## config.mk

```make
export PLATFORM = sky130hd
export DESIGN_NAME = rprop_scale
export DESIGN_NICKNAME = d
export VERILOG_FILES = /design/src/sv/rprop_step_size_update_defines.svh /design/src/sv/rprop_pkg.sv /design/src/sv/rprop_scale.sv
export SDC_FILE = /design/constraint.sdc
export NUM_CORES = 1
export LEC_CHECK = 0
export ABC_AREA = 1
export BUFFER_PORTS_ARGS = -buffer_cell sky130_fd_sc_hd__buf_4
export CAP_MARGIN = 20
export CORE_MARGIN = 5
export CORE_UTILIZATION = 50
export DETAILED_ROUTE_END_ITERATION = 8
export GPL_TIMING_DRIVEN = 0
export PLACE_DENSITY = 0.68
export RECOVER_POWER = 25
export SETUP_SLACK_MARGIN = 0.3
export SLEW_MARGIN = 30
export SYNTH_ARGS = -nofsm -noshare
export SYNTH_HDL_FRONTEND = slang
export SYNTH_SLANG_ARGS = --single-unit
export TNS_END_PERCENT = 1
```

## constraint.sdc

```tcl
create_clock -name vclk -period 23
set_clock_uncertainty 0.05 [all_clocks]
set_input_delay 4.6 -clock vclk [all_inputs]
set_output_delay 4.6 -clock vclk [all_outputs]
set_load 0.02 [all_outputs]
```

## src/sv/rprop_step_size_update_defines.svh

```systemverilog
// Assertion macros for the Rprop step size update block.
// Included by the top level; assumes clk and rst_n in scope at the point of use.
`ifndef RPROP_STEP_SIZE_UPDATE_DEFINES_SVH
`define RPROP_STEP_SIZE_UPDATE_DEFINES_SVH
`ifndef SYNTHESIS
// Same-cycle implication.
`define RPROP_ASSERT(name, ante, cons) \
    name: assert property (@(posedge clk) disable iff (!rst_n) (ante) |-> (cons)) \
        else $error("rprop_step_size_update: assertion failed");
// Next-cycle implication.
`define RPROP_ASSERT_NEXT(name, ante, cons) \
    name: assert property (@(posedge clk) disable iff (!rst_n) (ante) |=> (cons)) \
        else $error("rprop_step_size_update: assertion failed");
`else
`define RPROP_ASSERT(name, ante, cons)
`define RPROP_ASSERT_NEXT(name, ante, cons)
`endif
`endif

```

## src/sv/rprop_pkg.sv

```systemverilog
// Shared types and constants of the Rprop step size update block.
// No dependencies; imported by the scale, clamp and top-level modules of the block.
package rprop_pkg;

    localparam int INDEX_W      = 10;
    localparam int GRAD_W       = 32;
    localparam int IN_TDATA_W   = 48;   // index + gradient, padded to bytes
    localparam int FACTOR_W     = 16;
    localparam int FACTOR_SHIFT = 12;
    localparam int CFG_IDX_W    = 3;
    localparam int CFG_DATA_W   = 32;

    localparam logic [FACTOR_W-1:0]   GROW_RESET   = 16'd4915;
    localparam logic [FACTOR_W-1:0]   SHRINK_RESET = 16'd2048;
    localparam logic [CFG_DATA_W-1:0] MIN_RESET    = 32'd17;
    localparam logic [CFG_DATA_W-1:0] MAX_RESET    = 32'd838860800;
    localparam logic [CFG_DATA_W-1:0] START_RESET  = 32'd1677722;

    typedef enum logic [CFG_IDX_W-1:0] {
        CFG_GROW   = 3'd0,
        CFG_SHRINK = 3'd1,
        CFG_MIN    = 3'd2,
        CFG_MAX    = 3'd3,
        CFG_START  = 3'd4
    } cfg_reg_t;

    typedef enum logic {
        ACT_INIT   = 1'b0,
        ACT_UPDATE = 1'b1
    } action_t;

    // Per-item control carried down the pipeline.
    typedef struct packed {
        action_t              action;
        logic                 grad_zero;
        logic                 dir_pos;    // negated gradient is positive
        logic                 in_range;
        logic [INDEX_W-1:0]   index;
    } item_ctl_t;

endpackage

```

## src/sv/rprop_scale.sv

```systemverilog
// Grow/shrink scaling of a stored step magnitude, with saturation.
// Depends on rprop_pkg; instantiated by the top level.
module rprop_scale #(
    parameter int RATE_BITS = 32
) (
    input  logic [RATE_BITS-1:0]          mag,
    input  logic                          neg,
    input  logic                          dir_pos,
    input  logic [rprop_pkg::FACTOR_W-1:0] grow_factor,
    input  logic [rprop_pkg::FACTOR_W-1:0] shrink_factor,
    output logic [RATE_BITS-1:0]          scaled
);
    import rprop_pkg::*;

    localparam int PROD_W = RATE_BITS + FACTOR_W;
    localparam int SHR_W  = PROD_W - FACTOR_SHIFT;

    logic [FACTOR_W-1:0]  factor;
    logic [PROD_W-1:0]    product;
    logic [SHR_W-1:0]     shifted;
    logic [RATE_BITS-1:0] mag_all_ones;

    // Grow when the stored sign agrees with the negated gradient.
    assign factor       = (neg != dir_pos) ? grow_factor : shrink_factor;
    assign product      = PROD_W'(mag) * PROD_W'(factor);
    assign shifted      = product[PROD_W-1:FACTOR_SHIFT];
    assign mag_all_ones = '1;

    // A zero magnitude yields a zero product, so it stays unscaled.
    assign scaled = (shifted > SHR_W'(mag_all_ones)) ? mag_all_ones
                                                     : shifted[RATE_BITS-1:0];

endmodule

```

==> impl_metrics.env <==
export IMPL_outcome="complete, no violations"
export IMPL_yosys_warnings=0
export IMPL_synth_fp_nets=2761
export IMPL_hold_buffers=0
export IMPL_start_util_pct=50.8
export IMPL_slew_headroom_pct=32.6
export IMPL_grt_pass1_wl_microns=83400
export IMPL_hp_class="primary input to primary output"
export IMPL_multiInputGateArea_sq_um=14200
export IMPL_overflow=0
export IMPL_syn_inst=2161
export IMPL_rsz0062_at_grt="no"
export IMPL_maxCapViolCount=0
export IMPL_pre_cts_slack_ns=5.33
export IMPL_worst_pin_slew_ns=1.00
export IMPL_min_period_over_period_pct=80.0
export IMPL_layout_min_cycle_time_ns=18.40
export IMPL_core_area_sq_um=32600
export IMPL_grt_start_max_net_pins=11
export IMPL_setup_ws_ns=4.60
export IMPL_regArea_sq_um=0
export IMPL_worstPathArrival_ns=13.75
export IMPL_drt_iter0_drc=1243
export IMPL_syn_to_final_growth_pct=7.34
export IMPL_nets=2855
export IMPL_rows=66
export IMPL_die_area_sq_um=36900
export IMPL_portBuffers=92
export IMPL_critPathBufInv=12
export IMPL_max_stage_delay_ns=0.70
export IMPL_drt_total_wl_microns=52200
export IMPL_fp_dieW_microns=192
export IMPL_synth_area_per_cell_sq_um=7.67
export IMPL_vias=14400
export IMPL_drive_gt1_share_pct=6.21
export IMPL_critical_path_top_delay_family="adder cells"
export IMPL_slew_viol_final=0
export IMPL_critPathLaunchType="primary input"
export IMPL_wl_per_cell_microns=19.4
export IMPL_ant_nets=0
export IMPL_startpoint="neg"
export IMPL_cp_slowest_cell="clkbuf_1"
export IMPL_final_util_pct=54.5
export IMPL_cts_setup_buffers=0
export IMPL_die_height_microns=192
export IMPL_grt_total_usage_pct=29.3
export IMPL_ios=98
export IMPL_setup_viol=0
export IMPL_worstPathRequired_ns=18.35
export IMPL_endpoint_kind="primary output"
export IMPL_seq_cell_count=0
export IMPL_dr_pass1_iters=6
export IMPL_cp_max_fo=10
export IMPL_seq_area_frac_synth_pct=0
export IMPL_avgViaCountPerCell=5.33
export IMPL_drc=0
export IMPL_routabilityCongestion=0.958
export IMPL_synthesis_area_sq_um=16600
export IMPL_fillers=3172
export IMPL_cp_endpoint="scaled[6]"
export IMPL_worstSetupPathType="primary input to primary output"
export IMPL_place_hpwl_microns=45600
export IMPL_hold_violations=0
export IMPL_clkbuf_count=0
export IMPL_antenna_found_initial=2
export IMPL_clock_fmax_ghz=0.0544
export IMPL_synthDistinctLibCells=37
export IMPL_grt_pass1_vias=15200
export IMPL_post_cts_resize_count=0
export IMPL_crit_cells=34
export IMPL_final_setup_tns_ns=0
-- cells in the mapped netlist, drive strengths merged (14+ instances only) --
cell | n | area, sq um
xnor2 | 21 | 184
nand2 | 473 | 1860
inv | 555 | 2080
or2 | 14 | 87.6
nand3 | 28 | 150
ha | 117 | 1460
fa | 417 | 8350
a21oi | 63 | 315
nor2 | 285 | 1100
o21ai | 55 | 275
clkbuf | 62 | 233
-- worst min path at each step --
| stage | to | slack [ns] | startpoint | cells past startpoint |
|---|---|---|---|---|
| 2_1_floorplan | scaled[0] | 9.73 | mag[0] | 6 |
| 3_3_place_gp | scaled[0] | 10.09 | mag[0] | 8 |
| 3_5_place_dp | scaled[0] | 10.09 | mag[0] | 8 |
| 4_1_cts | scaled[0] | 10.10 | mag[0] | 8 |
| 5_1_grt | scaled[1] | 10.21 | mag[0] | 10 |
| 6_report | scaled[2] | 10.15 | mag[0] | 10 |
-- through the flow --
| step | instances | cell area, sq um | hold WS, ns |
|---|---|---|---|
| global route | 2695 | 17800 | 10.21 |
| finish | 2696 | 17800 | 10.15 |
| floorplan | 2161 | 16600 | 9.73 |
| CTS | 2695 | 17800 | 10.10 |
| global placement | 2695 | 17800 | 10.09 |
| detailed placement | 2695 | 17800 | 10.09 |
-- layout make-up --
cell class,instances,share of cell area (%)
timing repair buffer,92,3.80
buffer,70,1.52
inverter,561,11.8
multi-input combinational,1530,79.7
tap,442,3.11
antenna,1,0.0141
-- routing by layer --
layer | vias to the layer above | share of wire [%] | global-route usage [%]
li1 | 6405 | - | -
met1 | 7088 | 40 | 39.2
met2 | 729 | 46 | 47.1
met3 | 136 | 9.4 | 6.56
met4 | 4 | 4.6 | 10.9
met5 | - | 0.050 | 0
-- kinds of logic (layout without fill, tap and decap cells) --
group                      Yosys count  in the layout  synth area share [%]
and+or+nand+nor                    821            821                  20.0
adders and majority gates          534            534                  59.2
other                                0              1                     0
buffers and inverters              631            723                  14.4
AOI/OAI and AO/OA                  148            148                  4.89
xor gates and xnor gates            27             27                  1.43
-- cell usage in the layout, fill, tap and decap left out, types with 3 or more instances in the layout --
master	instances
fa_1	417
buf_1	5
nand2_1	450
or2_2	14
o21bai_1	7
o21ai_0	46
o211ai_1	3
clkinv_1	6
a21boi_0	8
a21o_1	4
nor2_1	281
nand3b_1	4
ha_1	117
o21ai_2	5
nand4_1	4
o21ai_1	4
nor4_1	4
nand2_2	20
nand3_1	26
clkbuf_1	68
inv_2	3
xnor2_1	21
inv_1	552
nor3_1	8
xor2_1	6
nor2_2	3
a21oi_1	63
buf_4	88
a31oi_1	4
nand2_4	3
-- worst min-delay path, cell delays in order --
cell,delay (ns)
buf_4,0.15
nand3_1,0.10
nor2_2,0.07
nand3_1,0.08
nand2_1,0.06
nand2_1,0.07
nand2_2,0.11
xnor2_1,0.18
nand2_2,0.07
buf_4,0.13
