## src/sv/rprop_step_size_update_defines.svh

```systemverilog
// Assertion macros for the Rprop step size update block.
// Included by the top level; assumes clk and rst_n in scope at the point of use.
`ifndef RPROP_STEP_SIZE_UPDATE_DEFINES_SVH
`define RPROP_STEP_SIZE_UPDATE_DEFINES_SVH
`ifndef SYNTHESIS
// Same-cycle implication.
`define RPROP_ASSERT(name, ante, cons) \
    name: assert property (@(posedge clk) disable iff (!rst_n) (ante) |-> (cons)) \
        else $error("rprop_step_size_update: assertion failed");
// Next-cycle implication.
`define RPROP_ASSERT_NEXT(name, ante, cons) \
    name: assert property (@(posedge clk) disable iff (!rst_n) (ante) |=> (cons)) \
        else $error("rprop_step_size_update: assertion failed");
`else
`define RPROP_ASSERT(name, ante, cons)
`define RPROP_ASSERT_NEXT(name, ante, cons)
`endif
`endif

```

## src/sv/rprop_pkg.sv

```systemverilog
// Shared types and constants of the Rprop step size update block.
// No dependencies; imported by the scale, clamp and top-level modules of the block.
package rprop_pkg;

    localparam int INDEX_W      = 10;
    localparam int GRAD_W       = 32;
    localparam int IN_TDATA_W   = 48;   // index + gradient, padded to bytes
    localparam int FACTOR_W     = 16;
    localparam int FACTOR_SHIFT = 12;
    localparam int CFG_IDX_W    = 3;
    localparam int CFG_DATA_W   = 32;

    localparam logic [FACTOR_W-1:0]   GROW_RESET   = 16'd4915;
    localparam logic [FACTOR_W-1:0]   SHRINK_RESET = 16'd2048;
    localparam logic [CFG_DATA_W-1:0] MIN_RESET    = 32'd17;
    localparam logic [CFG_DATA_W-1:0] MAX_RESET    = 32'd838860800;
    localparam logic [CFG_DATA_W-1:0] START_RESET  = 32'd1677722;

    typedef enum logic [CFG_IDX_W-1:0] {
        CFG_GROW   = 3'd0,
        CFG_SHRINK = 3'd1,
        CFG_MIN    = 3'd2,
        CFG_MAX    = 3'd3,
        CFG_START  = 3'd4
    } cfg_reg_t;

    typedef enum logic {
        ACT_INIT   = 1'b0,
        ACT_UPDATE = 1'b1
    } action_t;

    // Per-item control carried down the pipeline.
    typedef struct packed {
        action_t              action;
        logic                 grad_zero;
        logic                 dir_pos;    // negated gradient is positive
        logic                 in_range;
        logic [INDEX_W-1:0]   index;
    } item_ctl_t;

endpackage

```

## src/sv/rprop_clamp.sv

```systemverilog
// Final step selection: initialize, zero gradient, clamp and sign, delta encode.
// Depends on rprop_pkg; instantiated by the top level.
module rprop_clamp #(
    parameter int RATE_BITS = 32
) (
    input  rprop_pkg::item_ctl_t  ctl,
    input  logic [RATE_BITS-1:0]  scaled,
    input  logic [RATE_BITS-1:0]  lo,
    input  logic [RATE_BITS-1:0]  hi,
    input  logic [RATE_BITS-1:0]  start,
    output logic                  wr_neg,
    output logic [RATE_BITS-1:0]  wr_mag,
    output logic [RATE_BITS:0]    delta
);
    import rprop_pkg::*;

    logic [RATE_BITS-1:0] upper;
    logic [RATE_BITS-1:0] bounded;
    logic [RATE_BITS:0]   mag_ext;

    assign upper   = (scaled < hi) ? scaled : hi;
    assign bounded = (upper > lo) ? upper : lo;   // min wins over max

    always_comb
    begin
        if (ctl.action == ACT_INIT)
        begin
            wr_neg = 1'b0;
            wr_mag = start;
        end
        else if (ctl.grad_zero)
        begin
            wr_neg = 1'b0;
            wr_mag = '0;
        end
        else
        begin
            wr_neg = (bounded != '0) && !ctl.dir_pos;
            wr_mag = bounded;
        end
    end

    assign mag_ext = {1'b0, wr_mag};
    assign delta   = !ctl.in_range ? '0
                   : (wr_neg ? (~mag_ext + (RATE_BITS + 1)'(1)) : mag_ext);

endmodule

```

## config.mk

```make
export PLATFORM = sky130hd
export DESIGN_NAME = rprop_clamp
export DESIGN_NICKNAME = d
export VERILOG_FILES = /design/src/sv/rprop_step_size_update_defines.svh /design/src/sv/rprop_pkg.sv /design/src/sv/rprop_clamp.sv
export SDC_FILE = /design/constraint.sdc
export NUM_CORES = 1
export LEC_CHECK = 0
export ABC_CLOCK_PERIOD_IN_PS = 7080
export BUFFER_PORTS_ARGS = -buffer_cell sky130_fd_sc_hd__buf_2
export CAP_MARGIN = 20
export CORE_ASPECT_RATIO = 1.25
export CORE_MARGIN = 3
export CORE_UTILIZATION = 40
export DETAILED_ROUTE_END_ITERATION = 12
export PLACE_DENSITY = 0.71
export SYNTH_ARGS = -nofsm -noshare
export SYNTH_HDL_FRONTEND = slang
export SYNTH_SLANG_ARGS = --single-unit
export TNS_END_PERCENT = 30
```

## constraint.sdc

```tcl
create_clock -name vclk -period 7.08
set_clock_uncertainty 0.15 [all_clocks]
set_input_delay 0.354 -clock vclk [all_inputs]
set_output_delay 0.354 -clock vclk [all_outputs]
set_load 0.03 [all_outputs]
```

==> run_results.csv <==
group,metric,value,unit
layout,insertedDiodeCount,0,
layout,final_nets,1084,
layout,drive_above_1_share,0.311,
sta,period_minus_slack,6.70,ns
layout,seqCellArea,0,sq um
placement,gp_congestion,0.955,
setup_path,arrival,6.20,ns
die,core,0.00981,sq mm
grt,antenna_found_initial,0,
setup_path,cp_data_required_time,6.58,ns
route,avgViaCountPerCell,5.87,
power,power.density,106,mW/mm^2
grt,grt_pass1_wl,27400,microns
route,vias,5878,
clocking,holdBufCountCts,0,
power,peakVddDrop,0.0000314,V
die,dieArea,0.0116,sq mm
die,rows,40,
die,die_x,96.8,microns
grt,grtUsageTotal,0.278,
die,start_util,0.420,
grt,grt_pass1_vias,5666,
layout,utilization,0.572,
sta,fmax,0.149,GHz
layout,clock_buffers,0,
synth,netlist_area,0.00412,sq mm
sta,slew_viol_final,0,
synth,yosysWarnings,0,
synth,synth_area_per_cell,6.30,sq um
power,p_leak,3.09,nW
min_path,min_path_type,"primary input to primary output",
setup_path,end_kind,"primary output",
setup_path,cpMaxStageDelayCell,"or4_1",
sta,period_share,0.947,
layout,fin_area,0.00561,sq mm
sta,setup_violations,0,
placement,post-place-ws,-0.00412,ns
sta,hold_viol_final,0,
layout,synthToLayoutAreaGrowth,36.1,%
route,post_drt_wl_per_cell,17.2,microns
route,wl,17200,microns
synth,yosysUniqueCellTypes,55,
setup_path,critPathLaunchType,"primary input",
setup_path,path_max_fanout,12,
placement,hpwlAfterDp,15100,microns
layout,seq_cells,0,
job,drv_cap,0,
route,post-route-drc-count,0,
synth,synthCells,654,
outcome,outcome,"complete, no violations",
setup_path,worstSetupPathType,"primary input to primary output",
grt,grt_max_degree,54,
setup_path,max_stage_delay,0.67,ns
layout,multi_input_area,0.00361,sq mm
grt,grt_overflow,0,
route,ant_nets,0,
sta,fin_ws,0.377,ns
layout,fillCellCount,1013,
synth,syn-num-nets,860,
die,dieHeight,119,microns
route,drtIter0Drc,345,
placement,placed_area,0.00557,sq mm
sta,rsz0062_at_grt,"no",
synth,ys_seq_area_frac,0,
placement,io_buffers,198,
die,ioPinCount,208,
sta,max_slew_margin,0.487,
route,dr.pass1.iters,7,
sta,worst_pin_slew,0.770,ns
## worst max-delay path: cells and delay by family
family	cells	cell delay (ns)
AOI/OAI and AO/OA	10	2.19
adders and majority gates	2	0.62
buffers and inverters	6	0.84
muxes	1	0.18
and+or+nand+nor	6	2.00
## through the flow
stage | setup TNS [ns] | total power, W | hold WS (ns) | cells
6_report | 0 | 0.000596 | 1.00 | 1002
3_3_place_gp | 0 | 0.000567 | 0.995 | 1001
3_5_place_dp | -0.00709 | 0.000583 | 1.00 | 1001
5_1_grt | 0 | 0.000651 | 1.02 | 1002
4_1_cts | 0 | 0.000586 | 1.00 | 1001
2_1_floorplan | 0 | 0.000365 | 0.829 | 654
## power by group
| part | switching [W] | internal, W |
|---|---|---|
| combinational | 0.000375 | 0.000221 |
| clock | 0 | 0 |
| sequential | 0 | 0 |
| total | 0.000375 | 0.000221 |
## layout by cell type (no fill, tap or decap), types with 4 or more instances in the layout
cell type and count:
nand2_1 60, ha_1 64, a41oi_1 8, o21a_1 10, inv_1 111, nor2_1 29, mux2_2 4, a211oi_1 4
nand3_1 23, o211a_1 4, mux2i_1 14, nor3_1 6, nand4_1 17, o211ai_1 12, a32oi_1 18, or4_1 8
o21ai_0 30, xnor2_1 7, buf_4 55, xor2_1 5, nor4_1 26, a21o_1 4, o21ai_1 5, and4_1 4
a31oi_1 10, buf_2 198, a21oi_1 80, and2_1 13
## area by class of cell
class,count,share of cell area
Tap cell,126,0.0281
Inverter,111,0.0743
Multi-Input combinational cell,511,0.644
Timing Repair Buffer,254,0.254
## Yosys cell counts (2+ instances only)
cell / count / area [sq um]
xor2_1: 5 / 43.8
a41oi_1: 8 / 70.1
mux2_2: 4 / 45.0
or4_1: 8 / 60.1
a31oi_1: 10 / 62.6
a21oi_1: 81 / 405
nor3_1: 6 / 30.0
o41ai_1: 3 / 26.3
nor4_1: 28 / 175
nor2b_1: 2 / 12.5
o211a_1: 4 / 40.0
o211ai_1: 12 / 90.1
mux2i_1: 14 / 140
o21ai_0: 30 / 150
a21boi_0: 3 / 22.5
buf_2: 12 / 60.1
xnor2_1: 7 / 61.3
nor4_4: 2 / 42.5
a32o_1: 3 / 30.0
clkbuf_1: 19 / 71.3
a211oi_1: 4 / 30.0
o2bb2ai_1: 3 / 26.3
nand4_1: 17 / 106
inv_1: 111 / 417
o21ai_1: 5 / 25.0
nor2_1: 29 / 109
nand2_1: 61 / 229
and2_1: 13 / 81.3
and4_1: 4 / 35.0
o21a_1: 10 / 75.1
nand3_1: 23 / 115
ha_1: 64 / 801
or3_1: 2 / 12.5
a21o_1: 4 / 30.0
a22oi_1: 2 / 15.0
a221oi_1: 3 / 26.3
o2111ai_1: 2 / 17.5
and3_1: 2 / 12.5
a32oi_1: 18 / 158
## worst paths after layout
path	from	to	slack [ns]	cells past startpoint
max	hi[15]	delta[24]	0.38	25
min	start[12]	wr_mag[12]	1.00	3
## per-layer routing
metal	GRT usage	wire length, microns	vias up
met2	0.510	8380	326
li1	-	-	2856
met3	0.0264	1380	29
met4	0.0650	430	0
met5	0	0	-
met1	0.348	7040	2667
## kinds of logic (layout without fill, tap and decap cells)
group | Yosys count | count (layout) | synth area share
and+or+nand+nor | 202 | 202 | 0.259
adders and majority gates | 64 | 64 | 0.194
AOI/OAI and AO/OA | 215 | 215 | 0.341
xor gates and xnor gates | 12 | 12 | 0.0255
muxes | 18 | 18 | 0.0449
buffers and inverters | 143 | 365 | 0.136
## what timing repair did
action,in CTS,in global routing
setup buffers,0,1
gates resized for setup,1,6
setup endpoints to repair,3,29
pin swaps,0,1
Power figures use the tool's default switching activity.
